<file path="config.mk">
export PLATFORM = sky130hd
export DESIGN_NAME = proximity_fade_player_control_flat
export DESIGN_NICKNAME = d
export VERILOG_FILES = /design/src/hdl/pfpc_pkg.sv /design/src/hdl/pfpc_if.sv /design/src/hdl/pfpc_front.sv /design/src/hdl/pfpc_queue.sv /design/src/hdl/pfpc_seq.sv /design/src/hdl/proximity_fade_player_control.sv /design/src/flat_wrapper.sv
export SDC_FILE = /design/constraint.sdc
export NUM_CORES = 2
export LEC_CHECK = 0
export BUFFER_PORTS_ARGS = -buffer_cell sky130_fd_sc_hd__buf_2
export CORE_MARGIN = 1.5
export CORE_UTILIZATION = 35
export DETAILED_ROUTE_END_ITERATION = 8
export REMOVE_ABC_BUFFERS = 1
export SETUP_SLACK_MARGIN = 0.15
export SYNTH_ARGS = -nofsm -noshare
export SYNTH_HDL_FRONTEND = slang
export SYNTH_SLANG_ARGS = --single-unit
</file>
<file path="constraint.sdc">
create_clock -name clk -period 7.9 [get_ports clk]
set_clock_uncertainty 0.2 [all_clocks]
set_input_delay 0.79 -clock clk [delete_from_list [all_inputs] [get_ports clk]]
set_output_delay 0.79 -clock clk [all_outputs]
set_load 0.01 [all_outputs]
</file>
<file path="src/hdl/pfpc_pkg.sv">
`timescale 1ns / 1ps
// ----------------------------------------------------------------------------
// pfpc_pkg: shared types and constants
// Command codes, register indexes and the queue entry type.
// ----------------------------------------------------------------------------
package pfpc_pkg;
	localparam int RING_DEPTH_DEF    = 5;
	localparam int FRACTION_BITS_DEF = 8;

	localparam logic [1:0] CMD_SELECT = 2'd0;
	localparam logic [1:0] CMD_PLAY   = 2'd1;
	localparam logic [1:0] CMD_VOLUME = 2'd2;
	localparam logic [1:0] CMD_PAUSE  = 2'd3;

	localparam logic [2:0] REG_MAX_VOLUME    = 3'd0;
	localparam logic [2:0] REG_FADE_IN_STEP  = 3'd1;
	localparam logic [2:0] REG_FADE_OUT_STEP = 3'd2;
	localparam logic [2:0] REG_ON_THRESHOLD  = 3'd3;
	localparam logic [2:0] REG_OFF_THRESHOLD = 3'd4;
	localparam logic [2:0] REG_RELEASE_COUNT = 3'd5;
	localparam logic [2:0] REG_PLAY_TICKS    = 3'd6;
	localparam logic [2:0] REG_HOLD_TICKS    = 3'd7;

	localparam int CFG_DATA_W = 17;

	// Classified measurement handed from the front part to the sequencer.
	typedef struct packed {
		logic present;
		logic idle;
	} pfpc_evt_t;

	typedef struct packed {
		logic [1:0] command;
		logic [4:0] volume;
		logic       present;
		logic       last;
	} pfpc_out_t;
endpackage

</file>
<file path="src/hdl/pfpc_if.sv">
`timescale 1ns / 1ps
// ----------------------------------------------------------------------------
// pfpc_in_if / pfpc_out_if: valid/ready channels
// Input measurement channel and player command channel.
// ----------------------------------------------------------------------------
interface pfpc_in_if;
	logic       valid;
	logic       ready;
	logic [9:0] lit_first;
	logic [9:0] lit_second;
	logic [9:0] dark_sample;
	logic       player_idle;
	modport source (output valid, lit_first, lit_second, dark_sample, player_idle,
		input ready);
	modport sink (input valid, lit_first, lit_second, dark_sample, player_idle,
		output ready);
endinterface

interface pfpc_out_if;
	logic       valid;
	logic       ready;
	logic [1:0] command;
	logic [4:0] volume;
	logic       present;
	logic       last;
	modport source (output valid, command, volume, present, last, input ready);
	modport sink (input valid, command, volume, present, last, output ready);
endinterface

</file>
<file path="src/hdl/pfpc_front.sv">
`timescale 1ns / 1ps
// ----------------------------------------------------------------------------
// pfpc_front: measurement filter and presence detector
// Rings, sequential medians, averages, hysteresis and release debounce.
// ----------------------------------------------------------------------------
module pfpc_front #(
	parameter int RING_DEPTH    = pfpc_pkg::RING_DEPTH_DEF,
	parameter int FRACTION_BITS = pfpc_pkg::FRACTION_BITS_DEF
) (
	input  logic                clk,
	input  logic                arst_n,
	input  logic                in_valid,
	output logic                in_ready,
	input  logic [9:0]          lit_first,
	input  logic [9:0]          lit_second,
	input  logic [9:0]          dark_sample,
	input  logic                player_idle,
	input  logic [16:0]         on_threshold,
	input  logic [16:0]         off_threshold,
	input  logic [7:0]          release_count,
	output logic                evt_valid,
	input  logic                evt_ready,
	output pfpc_pkg::pfpc_evt_t evt
);
	localparam int SW  = (RING_DEPTH > 1) ? $clog2(RING_DEPTH) : 1;
	localparam int AW  = 17 + FRACTION_BITS;
	localparam int TW  = 17 + FRACTION_BITS;
	localparam int MID = RING_DEPTH / 2;

	// Reciprocal of ten scaled by 2^23, rounded up. The shifted product is the
	// exact quotient for every 20-bit lit product.
	localparam logic [19:0] RECIP_TEN = 20'd838861;

	localparam logic [2:0] ST_IDLE = 3'd0;
	localparam logic [2:0] ST_PROD = 3'd1;
	localparam logic [2:0] ST_RANK = 3'd2;
	localparam logic [2:0] ST_AVG  = 3'd3;
	localparam logic [2:0] ST_BASE = 3'd4;
	localparam logic [2:0] ST_DET  = 3'd5;
	localparam logic [2:0] ST_OUT  = 3'd6;

	logic [2:0]  state_q;
	logic [16:0] lit_ring_q [RING_DEPTH];
	logic [9:0]  dark_ring_q [RING_DEPTH];
	logic [SW-1:0] slot_q, cand_q;
	logic [19:0] prod_q;
	logic [9:0]  dk_q;
	logic        idle_q;
	logic [16:0] lit_med_q;
	logic [9:0]  dark_med_q;
	logic [AW-1:0] lit_avg_q, dark_avg_q, base_q;
	logic        raw_q, pres_q;
	logic [7:0]  rel_q;

	logic [39:0] tenth;
	assign tenth = 40'(prod_q) * 40'(RECIP_TEN);

	// Rank of the candidate: an entry is the median (upper middle) when exactly
	// MID entries sort strictly before it. Stable ordering by index breaks ties.
	logic [SW:0] lit_lt, dark_lt;
	always_comb begin
		lit_lt  = '0;
		dark_lt = '0;
		for (int i = 0; i < RING_DEPTH; i++) begin
			if (lit_ring_q[i] < lit_ring_q[cand_q] ||
				(lit_ring_q[i] == lit_ring_q[cand_q] && SW'(i) < cand_q))
				lit_lt = lit_lt + 1'b1;
			if (dark_ring_q[i] < dark_ring_q[cand_q] ||
				(dark_ring_q[i] == dark_ring_q[cand_q] && SW'(i) < cand_q))
				dark_lt = dark_lt + 1'b1;
		end
	end

	logic [AW:0] lit_sum, dark_sum, base_sum;
	assign lit_sum  = {1'b0, lit_avg_q} + ((AW+1)'(lit_med_q) << FRACTION_BITS);
	assign dark_sum = {1'b0, dark_avg_q} + ((AW+1)'(dark_med_q) << FRACTION_BITS);
	assign base_sum = {1'b0, base_q} + (AW+1)'(lit_avg_q - dark_avg_q);

	logic [TW-1:0] on_t, off_t;
	assign on_t  = TW'(on_threshold) << FRACTION_BITS;
	assign off_t = TW'(off_threshold) << FRACTION_BITS;

	logic raw_n;
	assign raw_n = (base_q > on_t) ? 1'b1 : (base_q < off_t) ? 1'b0 : raw_q;

	assign in_ready  = (state_q == ST_IDLE);
	assign evt_valid = (state_q == ST_OUT);
	assign evt.present = pres_q;
	assign evt.idle    = idle_q;

	always_ff @(posedge clk or negedge arst_n) begin
		if (!arst_n) begin
			state_q <= ST_IDLE;
			for (int i = 0; i < RING_DEPTH; i++) begin
				lit_ring_q[i]  <= '0;
				dark_ring_q[i] <= '0;
			end
			slot_q <= '0; cand_q <= '0;
			lit_avg_q <= '0; dark_avg_q <= '0; base_q <= '0;
			raw_q <= 1'b0; pres_q <= 1'b0; rel_q <= '0;
			lit_med_q <= '0; dark_med_q <= '0;
		end else begin
			case (state_q)
				ST_IDLE: begin
					if (in_valid) begin
						prod_q  <= lit_first * lit_second;
						dk_q    <= dark_sample;
						idle_q  <= player_idle;
						state_q <= ST_PROD;
					end
				end
				ST_PROD: begin
					lit_ring_q[slot_q]  <= tenth[39:23];
					dark_ring_q[slot_q] <= dk_q;
					slot_q  <= (32'(slot_q) + 1 >= RING_DEPTH) ? '0 : slot_q + 1'b1;
					cand_q  <= '0;
					state_q <= ST_RANK;
				end
				ST_RANK: begin
					if (lit_lt == (SW+1)'(MID)) lit_med_q <= lit_ring_q[cand_q];
					if (dark_lt == (SW+1)'(MID)) dark_med_q <= dark_ring_q[cand_q];
					if (32'(cand_q) == RING_DEPTH - 1) state_q <= ST_AVG;
					else cand_q <= cand_q + 1'b1;
				end
				ST_AVG: begin
					lit_avg_q  <= lit_sum[AW:1];
					dark_avg_q <= dark_sum[AW:1];
					state_q    <= ST_BASE;
				end
				ST_BASE: begin
					if (lit_avg_q > dark_avg_q) base_q <= base_sum[AW:1];
					else if (dark_avg_q > lit_avg_q) base_q <= base_q >> 1;
					state_q <= ST_DET;
				end
				ST_DET: begin
					raw_q <= raw_n;
					if (raw_n) begin
						pres_q <= 1'b1;
						rel_q  <= '0;
					end else if ({1'b0, rel_q} + 9'd1 > {1'b0, release_count}) begin
						pres_q <= 1'b0;
						rel_q  <= '0;
					end else begin
						rel_q <= rel_q + 8'd1;
					end
					state_q <= ST_OUT;
				end
				ST_OUT: begin
					if (evt_ready) state_q <= ST_IDLE;
				end
				default: state_q <= ST_IDLE;
			endcase
		end
	end
endmodule

</file>
<file path="src/hdl/pfpc_queue.sv">
`timescale 1ns / 1ps
// ----------------------------------------------------------------------------
// pfpc_queue: two-entry event queue
// Decouples the detector from the command sequencer.
// ----------------------------------------------------------------------------
module pfpc_queue (
	input  logic                clk,
	input  logic                arst_n,
	input  logic                wr_valid,
	output logic                wr_ready,
	input  pfpc_pkg::pfpc_evt_t wr_data,
	output logic                rd_valid,
	input  logic                rd_ready,
	output pfpc_pkg::pfpc_evt_t rd_data
);
	pfpc_pkg::pfpc_evt_t mem_q [2];
	logic       wp_q, rp_q;
	logic [1:0] cnt_q;
	logic       push, pop;

	assign wr_ready = (cnt_q != 2'd2);
	assign rd_valid = (cnt_q != 2'd0);
	assign rd_data  = mem_q[rp_q];
	assign push = wr_valid && wr_ready;
	assign pop  = rd_valid && rd_ready;

	always_ff @(posedge clk) begin
		if (push) mem_q[wp_q] <= wr_data;
	end

	always_ff @(posedge clk or negedge arst_n) begin
		if (!arst_n) begin
			wp_q <= 1'b0; rp_q <= 1'b0; cnt_q <= '0;
		end else begin
			if (push) wp_q <= ~wp_q;
			if (pop) rp_q <= ~rp_q;
			cnt_q <= cnt_q + {1'b0, push} - {1'b0, pop};
		end
	end
endmodule

</file>
<file path="src/hdl/pfpc_seq.sv">
`timescale 1ns / 1ps
// ----------------------------------------------------------------------------
// pfpc_seq: player command sequencer
// Plans up to five commands per event and sends them one word at a time.
// ----------------------------------------------------------------------------
module pfpc_seq (
	input  logic                clk,
	input  logic                arst_n,
	input  logic                evt_valid,
	output logic                evt_ready,
	input  pfpc_pkg::pfpc_evt_t evt,
	input  logic [4:0]          max_volume,
	input  logic [4:0]          fade_in_step,
	input  logic [4:0]          fade_out_step,
	input  logic [7:0]          play_ticks,
	input  logic [7:0]          hold_ticks,
	output logic                out_valid,
	input  logic                out_ready,
	output pfpc_pkg::pfpc_out_t out_word
);
	logic       playing_q;
	logic [7:0] timer_q, hold_q;
	logic [5:0] level_q;
	logic [2:0] left_q;
	logic [1:0] cmd_q [5];
	logic [4:0] vol_q;
	logic       pres_q;
	logic [2:0] ptr_q;

	// Plan for one event.
	logic       play_n, strt1, strt2, fin;
	logic [7:0] timer_n, hold_n;
	logic [5:0] level_n;
	logic [6:0] up, dn;
	logic [1:0] fcmd;
	logic [2:0] cnt;
	logic [1:0] plan [5];
	always_comb begin
		play_n  = playing_q;
		timer_n = timer_q;
		hold_n  = hold_q;
		level_n = level_q;
		strt1 = 1'b0; strt2 = 1'b0; fin = 1'b0;
		up = 7'(level_q) + 7'(fade_in_step);
		dn = 7'(level_q) - 7'(fade_out_step);
		fcmd = pfpc_pkg::CMD_VOLUME;
		if (evt.present) begin
			if (!playing_q) begin
				play_n = 1'b1;
				timer_n = '0;
				strt1 = evt.idle;
			end
			hold_n = '0;
			if (timer_n < play_ticks) begin
				fin = 1'b1;
				timer_n = timer_n + 8'd1;
				strt2 = evt.idle;
				level_n = (up > 7'(max_volume)) ? 6'(max_volume) : up[5:0];
			end else if (dn[6] || dn == 7'd0) begin
				level_n = 6'd1;
				fcmd = pfpc_pkg::CMD_PAUSE;
			end else begin
				level_n = dn[5:0];
			end
		end else begin
			play_n = 1'b0;
			if (hold_q > hold_ticks) timer_n = '0;
			else if (hold_q != 8'hFF) hold_n = hold_q + 8'd1;
			if (dn[6] || dn == 7'd0) begin
				level_n = 6'd1;
				fcmd = pfpc_pkg::CMD_PAUSE;
			end else begin
				level_n = dn[5:0];
			end
		end
		for (int i = 0; i < 5; i++) plan[i] = pfpc_pkg::CMD_SELECT;
		cnt = 3'd0;
		if (strt1) begin
			plan[0] = pfpc_pkg::CMD_SELECT; plan[1] = pfpc_pkg::CMD_PLAY; cnt = 3'd2;
		end
		if (strt2) begin
			plan[cnt] = pfpc_pkg::CMD_SELECT; plan[cnt + 3'd1] = pfpc_pkg::CMD_PLAY;
			cnt = cnt + 3'd2;
		end
		plan[cnt] = fin ? pfpc_pkg::CMD_VOLUME : fcmd;
		cnt = cnt + 3'd1;
	end

	assign evt_ready = (left_q == 3'd0);
	assign out_valid = (left_q != 3'd0);
	assign out_word.command = cmd_q[ptr_q];
	assign out_word.volume  = (cmd_q[ptr_q] == pfpc_pkg::CMD_VOLUME) ? vol_q : 5'd0;
	assign out_word.present = pres_q;
	assign out_word.last    = (left_q == 3'd1);

	always_ff @(posedge clk) begin
		if (evt_valid && evt_ready) begin
			for (int i = 0; i < 5; i++) cmd_q[i] <= plan[i];
			vol_q  <= level_n[4:0];
			pres_q <= evt.present;
		end
	end

	always_ff @(posedge clk or negedge arst_n) begin
		if (!arst_n) begin
			playing_q <= 1'b0; timer_q <= '0; hold_q <= '0; level_q <= 6'd1;
			left_q <= '0; ptr_q <= '0;
		end else if (evt_valid && evt_ready) begin
			playing_q <= play_n; timer_q <= timer_n; hold_q <= hold_n;
			level_q <= level_n; left_q <= cnt; ptr_q <= '0;
		end else if (out_valid && out_ready) begin
			left_q <= left_q - 3'd1;
			ptr_q  <= ptr_q + 3'd1;
		end
	end
endmodule

</file>
<file path="src/hdl/proximity_fade_player_control.sv">
`timescale 1ns / 1ps
// ----------------------------------------------------------------------------
// proximity_fade_player_control: presence-driven player fade controller
// Each measurement word on "in" (two lit conversions, one dark conversion
// and the player idle bit) is filtered through median rings and running
// averages, turned into a debounced presence flag, and then drives a
// sequencer that sends one to five player command words on "out". The
// last word of each measurement carries last = 1.
// The front filter takes one word at a time through product, median search
// (one ring entry ranked per cycle), averages, baseline and detection, then
// hands the event on and raises in.ready again. The sequencer sends one word
// per cycle while out.ready is high and picks up the next measurement once
// the last word is taken. A two-entry queue sits between them, so the filter
// takes new measurements while commands are still waiting on a stalled
// receiver; when the queue fills, in.ready stays low. Reset clears the
// control state and rings and loads the register defaults. The user must
// write registers through cfg_we/cfg_index/cfg_data only while the block
// is idle; the block itself does not enforce it.
// ----------------------------------------------------------------------------
module proximity_fade_player_control #(
	parameter int RING_DEPTH    = pfpc_pkg::RING_DEPTH_DEF,
	parameter int FRACTION_BITS = pfpc_pkg::FRACTION_BITS_DEF
) (
	input  logic                          clk,
	input  logic                          arst_n,
	pfpc_in_if.sink                       in,
	pfpc_out_if.source                    out,
	input  logic                          cfg_we,
	input  logic [2:0]                    cfg_index,
	input  logic [pfpc_pkg::CFG_DATA_W-1:0] cfg_data
);
	// Configuration registers.
	logic [4:0]  max_volume_q, fade_in_q, fade_out_q;
	logic [16:0] on_thr_q, off_thr_q;
	logic [7:0]  release_q, play_ticks_q, hold_ticks_q;

	always_ff @(posedge clk or negedge arst_n) begin
		if (!arst_n) begin
			max_volume_q <= 5'd20; fade_in_q <= 5'd5; fade_out_q <= 5'd2;
			on_thr_q <= 17'd150; off_thr_q <= 17'd50; release_q <= 8'd5;
			play_ticks_q <= 8'd160; hold_ticks_q <= 8'd10;
		end else if (cfg_we) begin
			case (cfg_index)
				pfpc_pkg::REG_MAX_VOLUME:    max_volume_q <= cfg_data[4:0];
				pfpc_pkg::REG_FADE_IN_STEP:  fade_in_q    <= cfg_data[4:0];
				pfpc_pkg::REG_FADE_OUT_STEP: fade_out_q   <= cfg_data[4:0];
				pfpc_pkg::REG_ON_THRESHOLD:  on_thr_q     <= cfg_data;
				pfpc_pkg::REG_OFF_THRESHOLD: off_thr_q    <= cfg_data;
				pfpc_pkg::REG_RELEASE_COUNT: release_q    <= cfg_data[7:0];
				pfpc_pkg::REG_PLAY_TICKS:    play_ticks_q <= cfg_data[7:0];
				pfpc_pkg::REG_HOLD_TICKS:    hold_ticks_q <= cfg_data[7:0];
				default: ;
			endcase
		end
	end

	// Front filter to queue, queue to sequencer.
	logic                f_valid, f_ready, q_valid, q_ready;
	pfpc_pkg::pfpc_evt_t f_evt, q_evt;
	pfpc_pkg::pfpc_out_t word;

	pfpc_front #(.RING_DEPTH(RING_DEPTH), .FRACTION_BITS(FRACTION_BITS)) u_front (
		.clk, .arst_n,
		.in_valid(in.valid), .in_ready(in.ready),
		.lit_first(in.lit_first), .lit_second(in.lit_second),
		.dark_sample(in.dark_sample), .player_idle(in.player_idle),
		.on_threshold(on_thr_q), .off_threshold(off_thr_q),
		.release_count(release_q),
		.evt_valid(f_valid), .evt_ready(f_ready), .evt(f_evt)
	);

	pfpc_queue u_queue (
		.clk, .arst_n,
		.wr_valid(f_valid), .wr_ready(f_ready), .wr_data(f_evt),
		.rd_valid(q_valid), .rd_ready(q_ready), .rd_data(q_evt)
	);

	pfpc_seq u_seq (
		.clk, .arst_n,
		.evt_valid(q_valid), .evt_ready(q_ready), .evt(q_evt),
		.max_volume(max_volume_q), .fade_in_step(fade_in_q),
		.fade_out_step(fade_out_q), .play_ticks(play_ticks_q),
		.hold_ticks(hold_ticks_q),
		.out_valid(out.valid), .out_ready(out.ready), .out_word(word)
	);

	assign out.command = word.command;
	assign out.volume  = word.volume;
	assign out.present = word.present;
	assign out.last    = word.last;
endmodule

</file>
<file path="src/flat_wrapper.sv">
// flat-port wrapper written by rule: the top's interface ports become plain ports
module proximity_fade_player_control_flat 
#(
	parameter int RING_DEPTH    = pfpc_pkg::RING_DEPTH_DEF,
	parameter int FRACTION_BITS = pfpc_pkg::FRACTION_BITS_DEF
)
  (clk, arst_n, cfg_we, cfg_index, cfg_data, in_valid, in_lit_first, in_lit_second, in_dark_sample, in_player_idle, in_ready, out_valid, out_command, out_volume, out_present, out_last, out_ready);
  pfpc_in_if in_i ();
  pfpc_out_if out_i ();
  input  logic clk;
  input  logic arst_n;
  input  logic cfg_we;
  input  logic [2:0] cfg_index;
  input  logic [pfpc_pkg::CFG_DATA_W-1:0] cfg_data;
  input wire logic [$bits(in_i.valid)-1:0] in_valid;
  input wire logic [$bits(in_i.lit_first)-1:0] in_lit_first;
  input wire logic [$bits(in_i.lit_second)-1:0] in_lit_second;
  input wire logic [$bits(in_i.dark_sample)-1:0] in_dark_sample;
  input wire logic [$bits(in_i.player_idle)-1:0] in_player_idle;
  output wire logic [$bits(in_i.ready)-1:0] in_ready;
  output wire logic [$bits(out_i.valid)-1:0] out_valid;
  output wire logic [$bits(out_i.command)-1:0] out_command;
  output wire logic [$bits(out_i.volume)-1:0] out_volume;
  output wire logic [$bits(out_i.present)-1:0] out_present;
  output wire logic [$bits(out_i.last)-1:0] out_last;
  input wire logic [$bits(out_i.ready)-1:0] out_ready;
  assign in_i.valid = in_valid;
  assign in_i.lit_first = in_lit_first;
  assign in_i.lit_second = in_lit_second;
  assign in_i.dark_sample = in_dark_sample;
  assign in_i.player_idle = in_player_idle;
  assign in_ready = in_i.ready;
  assign out_valid = out_i.valid;
  assign out_command = out_i.command;
  assign out_volume = out_i.volume;
  assign out_present = out_i.present;
  assign out_last = out_i.last;
  assign out_i.ready = out_ready;
  proximity_fade_player_control #(.RING_DEPTH(RING_DEPTH), .FRACTION_BITS(FRACTION_BITS)) u_core (.clk(clk), .arst_n(arst_n), .in(in_i), .out(out_i), .cfg_we(cfg_we), .cfg_index(cfg_index), .cfg_data(cfg_data));
endmodule
</file>
### Word level (Yosys, flattened, before mapping)

Memories as Yosys holds them, arrays and structs flattened.
Index checks and enable logic that the tools add are counted.

| word-level totals | value |
|---|---|
| RAM bits | 14 |
| output and inout port bits | 11 |
| logic and storage cells | 292 |
| input bits | 56 |
| memories kept | 2 |
| register bits | 399 |

Memory list:

| name | words | bits a word | rd ports | clocked after memory_dff | write ports | line | RTL |
|---|---|---|---|---|---|---|---|
| u_core.u_seq.cmd_q | 5 | 2 | 1 | 0 | 5 | pfpc_seq.sv:25 | `logic [1:0] cmd_q [5];` |
| u_core.u_queue.mem_q | 2 | 2 | 1 | 0 | 1 | pfpc_queue.sv:16 | `pfpc_pkg::pfpc_evt_t mem_q [2];` |

| operators by class | value |
|---|---|
| magnitude comparators | 33 |
| reduce and logical (&&, ||, !) cells | 57 |
| bitwise gates (word level) | 12 |
| muxes and demuxes | 80 |
| equal/unequal tests | 35 |
| add/sub/neg operators | 28 |
| multiply operators | 2 |

Operators with widths:

| operator | count |
|---|---|
| $bwmux W85 | 1 |
| $eq A17 B17 Y1 | 5 |
| $lt A17 B17 Y1 | 5 |
| $mux W8 | 10 |
| $gt A25 B25 Y1 | 3 |
| $bmux W17 S3 | 1 |
| $demux W17 S3 | 1 |
| $mux W17 | 3 |
| $bwmux W50 | 1 |
| $eq A10 B10 Y1 | 5 |
| $lt A10 B10 Y1 | 5 |
| $mux W25 | 2 |
| $mul A20 B20 Y40 const B | 1 |
| $mux W10 | 4 |
| $add A4 B1 Y4 const B | 8 |
| $mux W4 | 8 |
| $bmux W10 S3 | 1 |
| $demux W10 S3 | 1 |
| $mux W3 | 10 |
| $reduce_and A2 Y1 | 14 |
| $add A25 B18 Y26 | 1 |
| $add A25 B25 Y26 | 1 |
| $add A25 B26 Y26 | 1 |
| $sub A25 B25 Y26 | 1 |
| 52 further kinds | 154 |

### Longest topological paths before layout

| logic depth | value |
|---|---|
| depth in word-level cells | 18 |
| gate-level depth with buffers | 28 |
| gate-level depth less buffers | 24 |

### Modules after synthesis

Synthesis repeated with hierarchy kept, for this count alone.

| second synthesis, totals | value |
|---|---|
| cells, all modules | 3,548 |
| area total of the unflattened synthesis | 36,376.1 µm² |

By module, submodules not included:

| module | cells each | sequential area each (µm²) | area an instance (µm²) | times used |
|---|---|---|---|---|
| pfpc_front | 3,004 | 7,337.0 | 29,834.9 | 1 |
| pfpc_seq | 360 | 1,117.3 | 3,301.9 | 1 |
| proximity_fade_player_control | 161 | 1,849.3 | 2,897.8 | 1 |
| pfpc_queue | 23 | 220.2 | 341.6 | 1 |

### Worst setup path before layout

No wires, ideal clock.

| path | value |
|---|---|
| kind | register to register |
| from | register u_core.u_front.prod_q[1] |
| to | register u_core.u_front.lit_ring_q[26] in the netlist's numbering |
| path slack | 1.598 ns |
| data required time | 7.575 ns |
| clock period less this slack | 6.302 ns |
| arrival time | 5.978 ns |
| library setup time | 0.125 ns |
| stages on the path, launching flop included | 20 |
| buffers on the path | 0 |
| cells stage by stage | edfxtp_1 -> ha_1 -> xor2_1 -> ha_1 -> or2_2 -> fa_1 -> fa_1 -> fa_1 -> fa_1 -> ha_1 -> ha_1 -> a211oi_1 -> inv_1 -> o311ai_1 -> a31oi_1 -> a211oi_1 -> o21bai_1 -> a21oi_1 -> xnor2_1 -> mux2_2 |

| on the way | value |
|---|---|
| longest elaborated chain between the ends | 2 |

RTL lines:

| item | line | RTL |
|---|---|---|
| start, declared | pfpc_front.sv:46 | `logic [19:0] prod_q;` |
| start signal, assigned | pfpc_front.sv:106 | `prod_q <= lit_first * lit_second;` |
| $mul A20 B20 Y40 | pfpc_front.sv:56 | `assign tenth = 40'(prod_q) * 40'(RECIP_TEN);` |
| $bwmux W85 | pfpc_front.sv:113 | `lit_ring_q[slot_q] <= tenth[39:23];` |
| end signal, assigned by index | pfpc_front.sv:113 |  |
| end, declared | pfpc_front.sv:43 | `logic [16:0] lit_ring_q [RING_DEPTH];` |

No other way between the ends.
A chain may end at the register's enable or synchronous reset.

### Worst setup path after layout

| path | value |
|---|---|
| from | register u_core.u_front.prod_q[0] |
| to | register u_core.u_front.lit_ring_q[16] in the netlist's numbering |

The elaborated chain is that of the path after synthesis.

==> results.yml <==
outcome:
  status: "finished clean"
place:
  gp_congestion: 0.9033
  dp_hpwl_um: 64850
  dpl_worst_slack_ns: 0.7783
  place_area_um2: 37870
  portBuffers: 66
cells_and_area:
  drive_gt1_share_pct: 11.30
  postLayoutCellArea_um2: 39650
  layout.cells.most_common: "ha_1"
  fin_nets: 4430
  fillCellCount: 10000
  area_growth_pct: 10.43
  final_cell_mix: "564 x ha_1, 523 x inv_1, 342 x dfrtp_1"
  multi_input_area_um2: 23120
  seqCellArea_um2: 10530
logic_synthesis:
  yosysTopAreaCell: "dfrtp_1"
  synth_ff_type: "dfrtp_1"
  synth_top_area_share_pct: 23.90
  syn_inst: 3533
  ys_seq_elements: 410
  ys_async_sr_fraction_pct: 88.29
  synth.area.top_cells: "dfrtp_1 24%, ha_1 20%, fa_1 12%, inv_1 5.5%, mux2_2 4.7%"
  synth_cell_types: 87
  syn_area_per_cell_um2: 10.16
  synth-seq-area-share_pct: 29.31
  synth_area_um2: 35910
  synth_edf_count: 48
  ys_warn_count: 0
cts:
  postCtsSetupBuffers: 0
  clk_pin_slew_ns: 0.07
  cts_root_buffer: "clkbuf_16"
  clock-sinks: 410
  clk-insertion-delay-late_ns: 0.61
  cts_tree: "built"
  htreeDepth: 2
  cts_max_path_buffers: 3
  numCtsBuffers: 49
routing:
  wire_per_inst_um: 16.70
  postRouteWirelength_um: 83480
  antenna_left: 0
  drt_pass1_iterations: 5
  vias_per_cell: 4.991
  drt_iter0_drc: 1218
  drc: 0
  vias: 24940
timing:
  post-route-period-util_pct: 90.29
  fin_crit_ns: 7.133
  rsz0062_at_grt: "false"
  setup_tns_ns: 0
  slew_headroom_pct: 29.84
  fin_ws_ns: 0.7671
  finalHoldViolCount: 0
  maxSlewViolCount: 0
  tightest_slew_ns: 1.047
  fmax_ghz: 0.1402
  setup_violations: 0
die:
  die_y_um: 323.3
  core_area_um2: 101700
  std_cell_rows: 117
  io_pins: 67
  initial_core_util_pct: 35.29
  die_area_um2: 104500
  die_w_um: 323.3
run:
  max_cap_violations: 0
grt:
  grt_antenna_before_repair: 1
  grt_pass1_wl_um: 135800
  grt_pass1_vias: 25280
  grt_max_degree: 125
  grt_overflow: 0
  grt_util_all_layers_pct: 16.15
setup_path:
  cp_top_family: "adder cells"
  end_kind: "register"
  cp-start-kind: "register"
  slowest_stage: "a31oi_1"
  crit_buf_inv: 4
  worstPathRequired_ns: 8.15
  path_cells: "ha_1, ha_1, inv_1, fa_1, inv_1, fa_1, fa_1, fa_1, inv_1, fa_1, inv_1, ha_1, nand4_1, nor2_1, o2111ai_1, a31oi_1, a21oi_2, o21ai_1, a2111oi_0, a41oi_1, o21ai_0"
  path_class: "reg2reg"
  crit_fanout: 7
  cp_data_arrival_time_ns: 7.39
  slowest_delay_ns: 0.57
  critPathMostFrequentCell: "fa_1"
hold_path:
  holdCritPathClass: "in2reg"
## synthesized netlist by cell type (7+ instances only)
| master | instances |
|---|---|
| dfstp_2 | 19 |
| a31oi_1 | 18 |
| nor2b_1 | 32 |
| a22oi_1 | 26 |
| xor2_1 | 57 |
| inv_1 | 523 |
| o21bai_1 | 13 |
| a22o_1 | 10 |
| o21ai_0 | 163 |
| mux4_2 | 28 |
| nand4_1 | 52 |
| fa_1 | 220 |
| mux2i_1 | 58 |
| clkbuf_1 | 72 |
| or2_2 | 7 |
| o21a_1 | 26 |
| a211oi_1 | 16 |
| nand2b_1 | 18 |
| xnor2_1 | 69 |
| nand2_1 | 304 |
| nor2_1 | 113 |
| a21oi_1 | 143 |
| nor3_1 | 25 |
| and2_1 | 74 |
| ha_1 | 564 |
| buf_1 | 7 |
| o211ai_1 | 15 |
| o21ai_1 | 9 |
| and3_1 | 17 |
| edfxtp_1 | 48 |
| o31ai_1 | 15 |
| nand3_1 | 60 |
| mux2_2 | 149 |
| dfrtp_1 | 343 |
| a21o_1 | 99 |
## kinds of logic (layout without fill, tap and decap cells)
family | Yosys count | after routing | synth area share (%)
AO/OA/AOI/OAI | 621 | 621 | 11.14
flip-flops | 410 | 410 | 29.31
buffers and inverters | 611 | 707 | 6.464
other | 0 | 1 | 0
XOR/XNOR | 128 | 128 | 3.164
multiplexers | 237 | 237 | 8.129
adder cells (fa/ha/maj) | 784 | 784 | 31.92
AND/OR/NAND/NOR | 742 | 742 | 9.882
## cell type report
cell class              instances  area share (%)
well taps                    1368           4.316
diodes                          1        0.006311
inverters                     524           4.966
clock inverters                23          0.7857
clock buffers                  67           3.679
repair buffers                 93           1.407
multi-input cells            2512           58.30
flip-flops and latches        410           26.54
## sequential cells by signal, summed over array words and instances (netlist names), 10 cells and up
register                    count
u_core.u_front.dark_med_q      10
u_core.off_thr_q               17
u_core.u_front.lit_med_q       17
u_core.u_front.dark_avg_q      25
u_core.u_front.prod_q          20
u_core.u_front.dark_ring_q     50
u_core.on_thr_q                17
u_core.u_front.base_q          25
u_core.u_front.lit_ring_q      85
u_core.u_front.dk_q            10
u_core.u_front.lit_avg_q       25
## per-stage QoR
stage	util, %	hold slack (ns)	std cells
after floorplan	-	0.2215	3446
after global placement	37.22	0.2330	4906
after detailed placement	37.22	0.2400	4906
after CTS	38.97	0.1267	4997
after global routing	38.98	0.1299	4998
final	38.98	0.1555	4998
## final timing paths
check	to	cells past startpoint	startpoint	slack, ns
min	u_core.u_front.dk_q[8]	1	in_dark_sample[8]	0.16
max reg2reg	u_core.u_front.lit_ring_q[16]	21	u_core.u_front.prod_q[0]	0.77
min in group asynchronous	u_core.u_front.base_q[23]	2	arst_n	0.52
max in group asynchronous	u_core.u_seq.timer_q[7]	4	arst_n	4.93
max	u_core.u_front.lit_ring_q[16]	21	u_core.u_front.prod_q[0]	0.77
min reg2reg	u_core.u_queue.mem_q[0][0]	0	u_core.u_front.idle_q	0.25
## layer usage
metal  global-route usage [%]  routed length [um]  vias up
met5                        0                   0        -
met4                    3.923                1846        0
met3                    2.072                2683      112
met2                    26.92               39230      337
met1                    22.12               39710    12240
li1                         -                   -    12260
## worst reg2reg max path: cells and delay by family, from the launching register on
| kind | cells | cell delay (ns) |
|---|---|---|
| AOI/OAI and AO/OA | 7 | 2.04 |
| and+or+nand+nor | 2 | 0.30 |
| DFF | 1 | 0.55 |
| adders and majority gates | 8 | 3.66 |
| buffers and inverters | 4 | 0.22 |
## timing repair
| action | in CTS | in global routing |
|---|---|---|
| gates resized for setup | 0 | 0 |
| endpoints found under the setup margin | 0 | 0 |
| hold buffers | 1 | 0 |
| endpoints found under the hold margin | 47 | 0 |
Power is not shown: default switching activity piles up to over one toggle a cycle in this logic, so the estimate is an artifact.
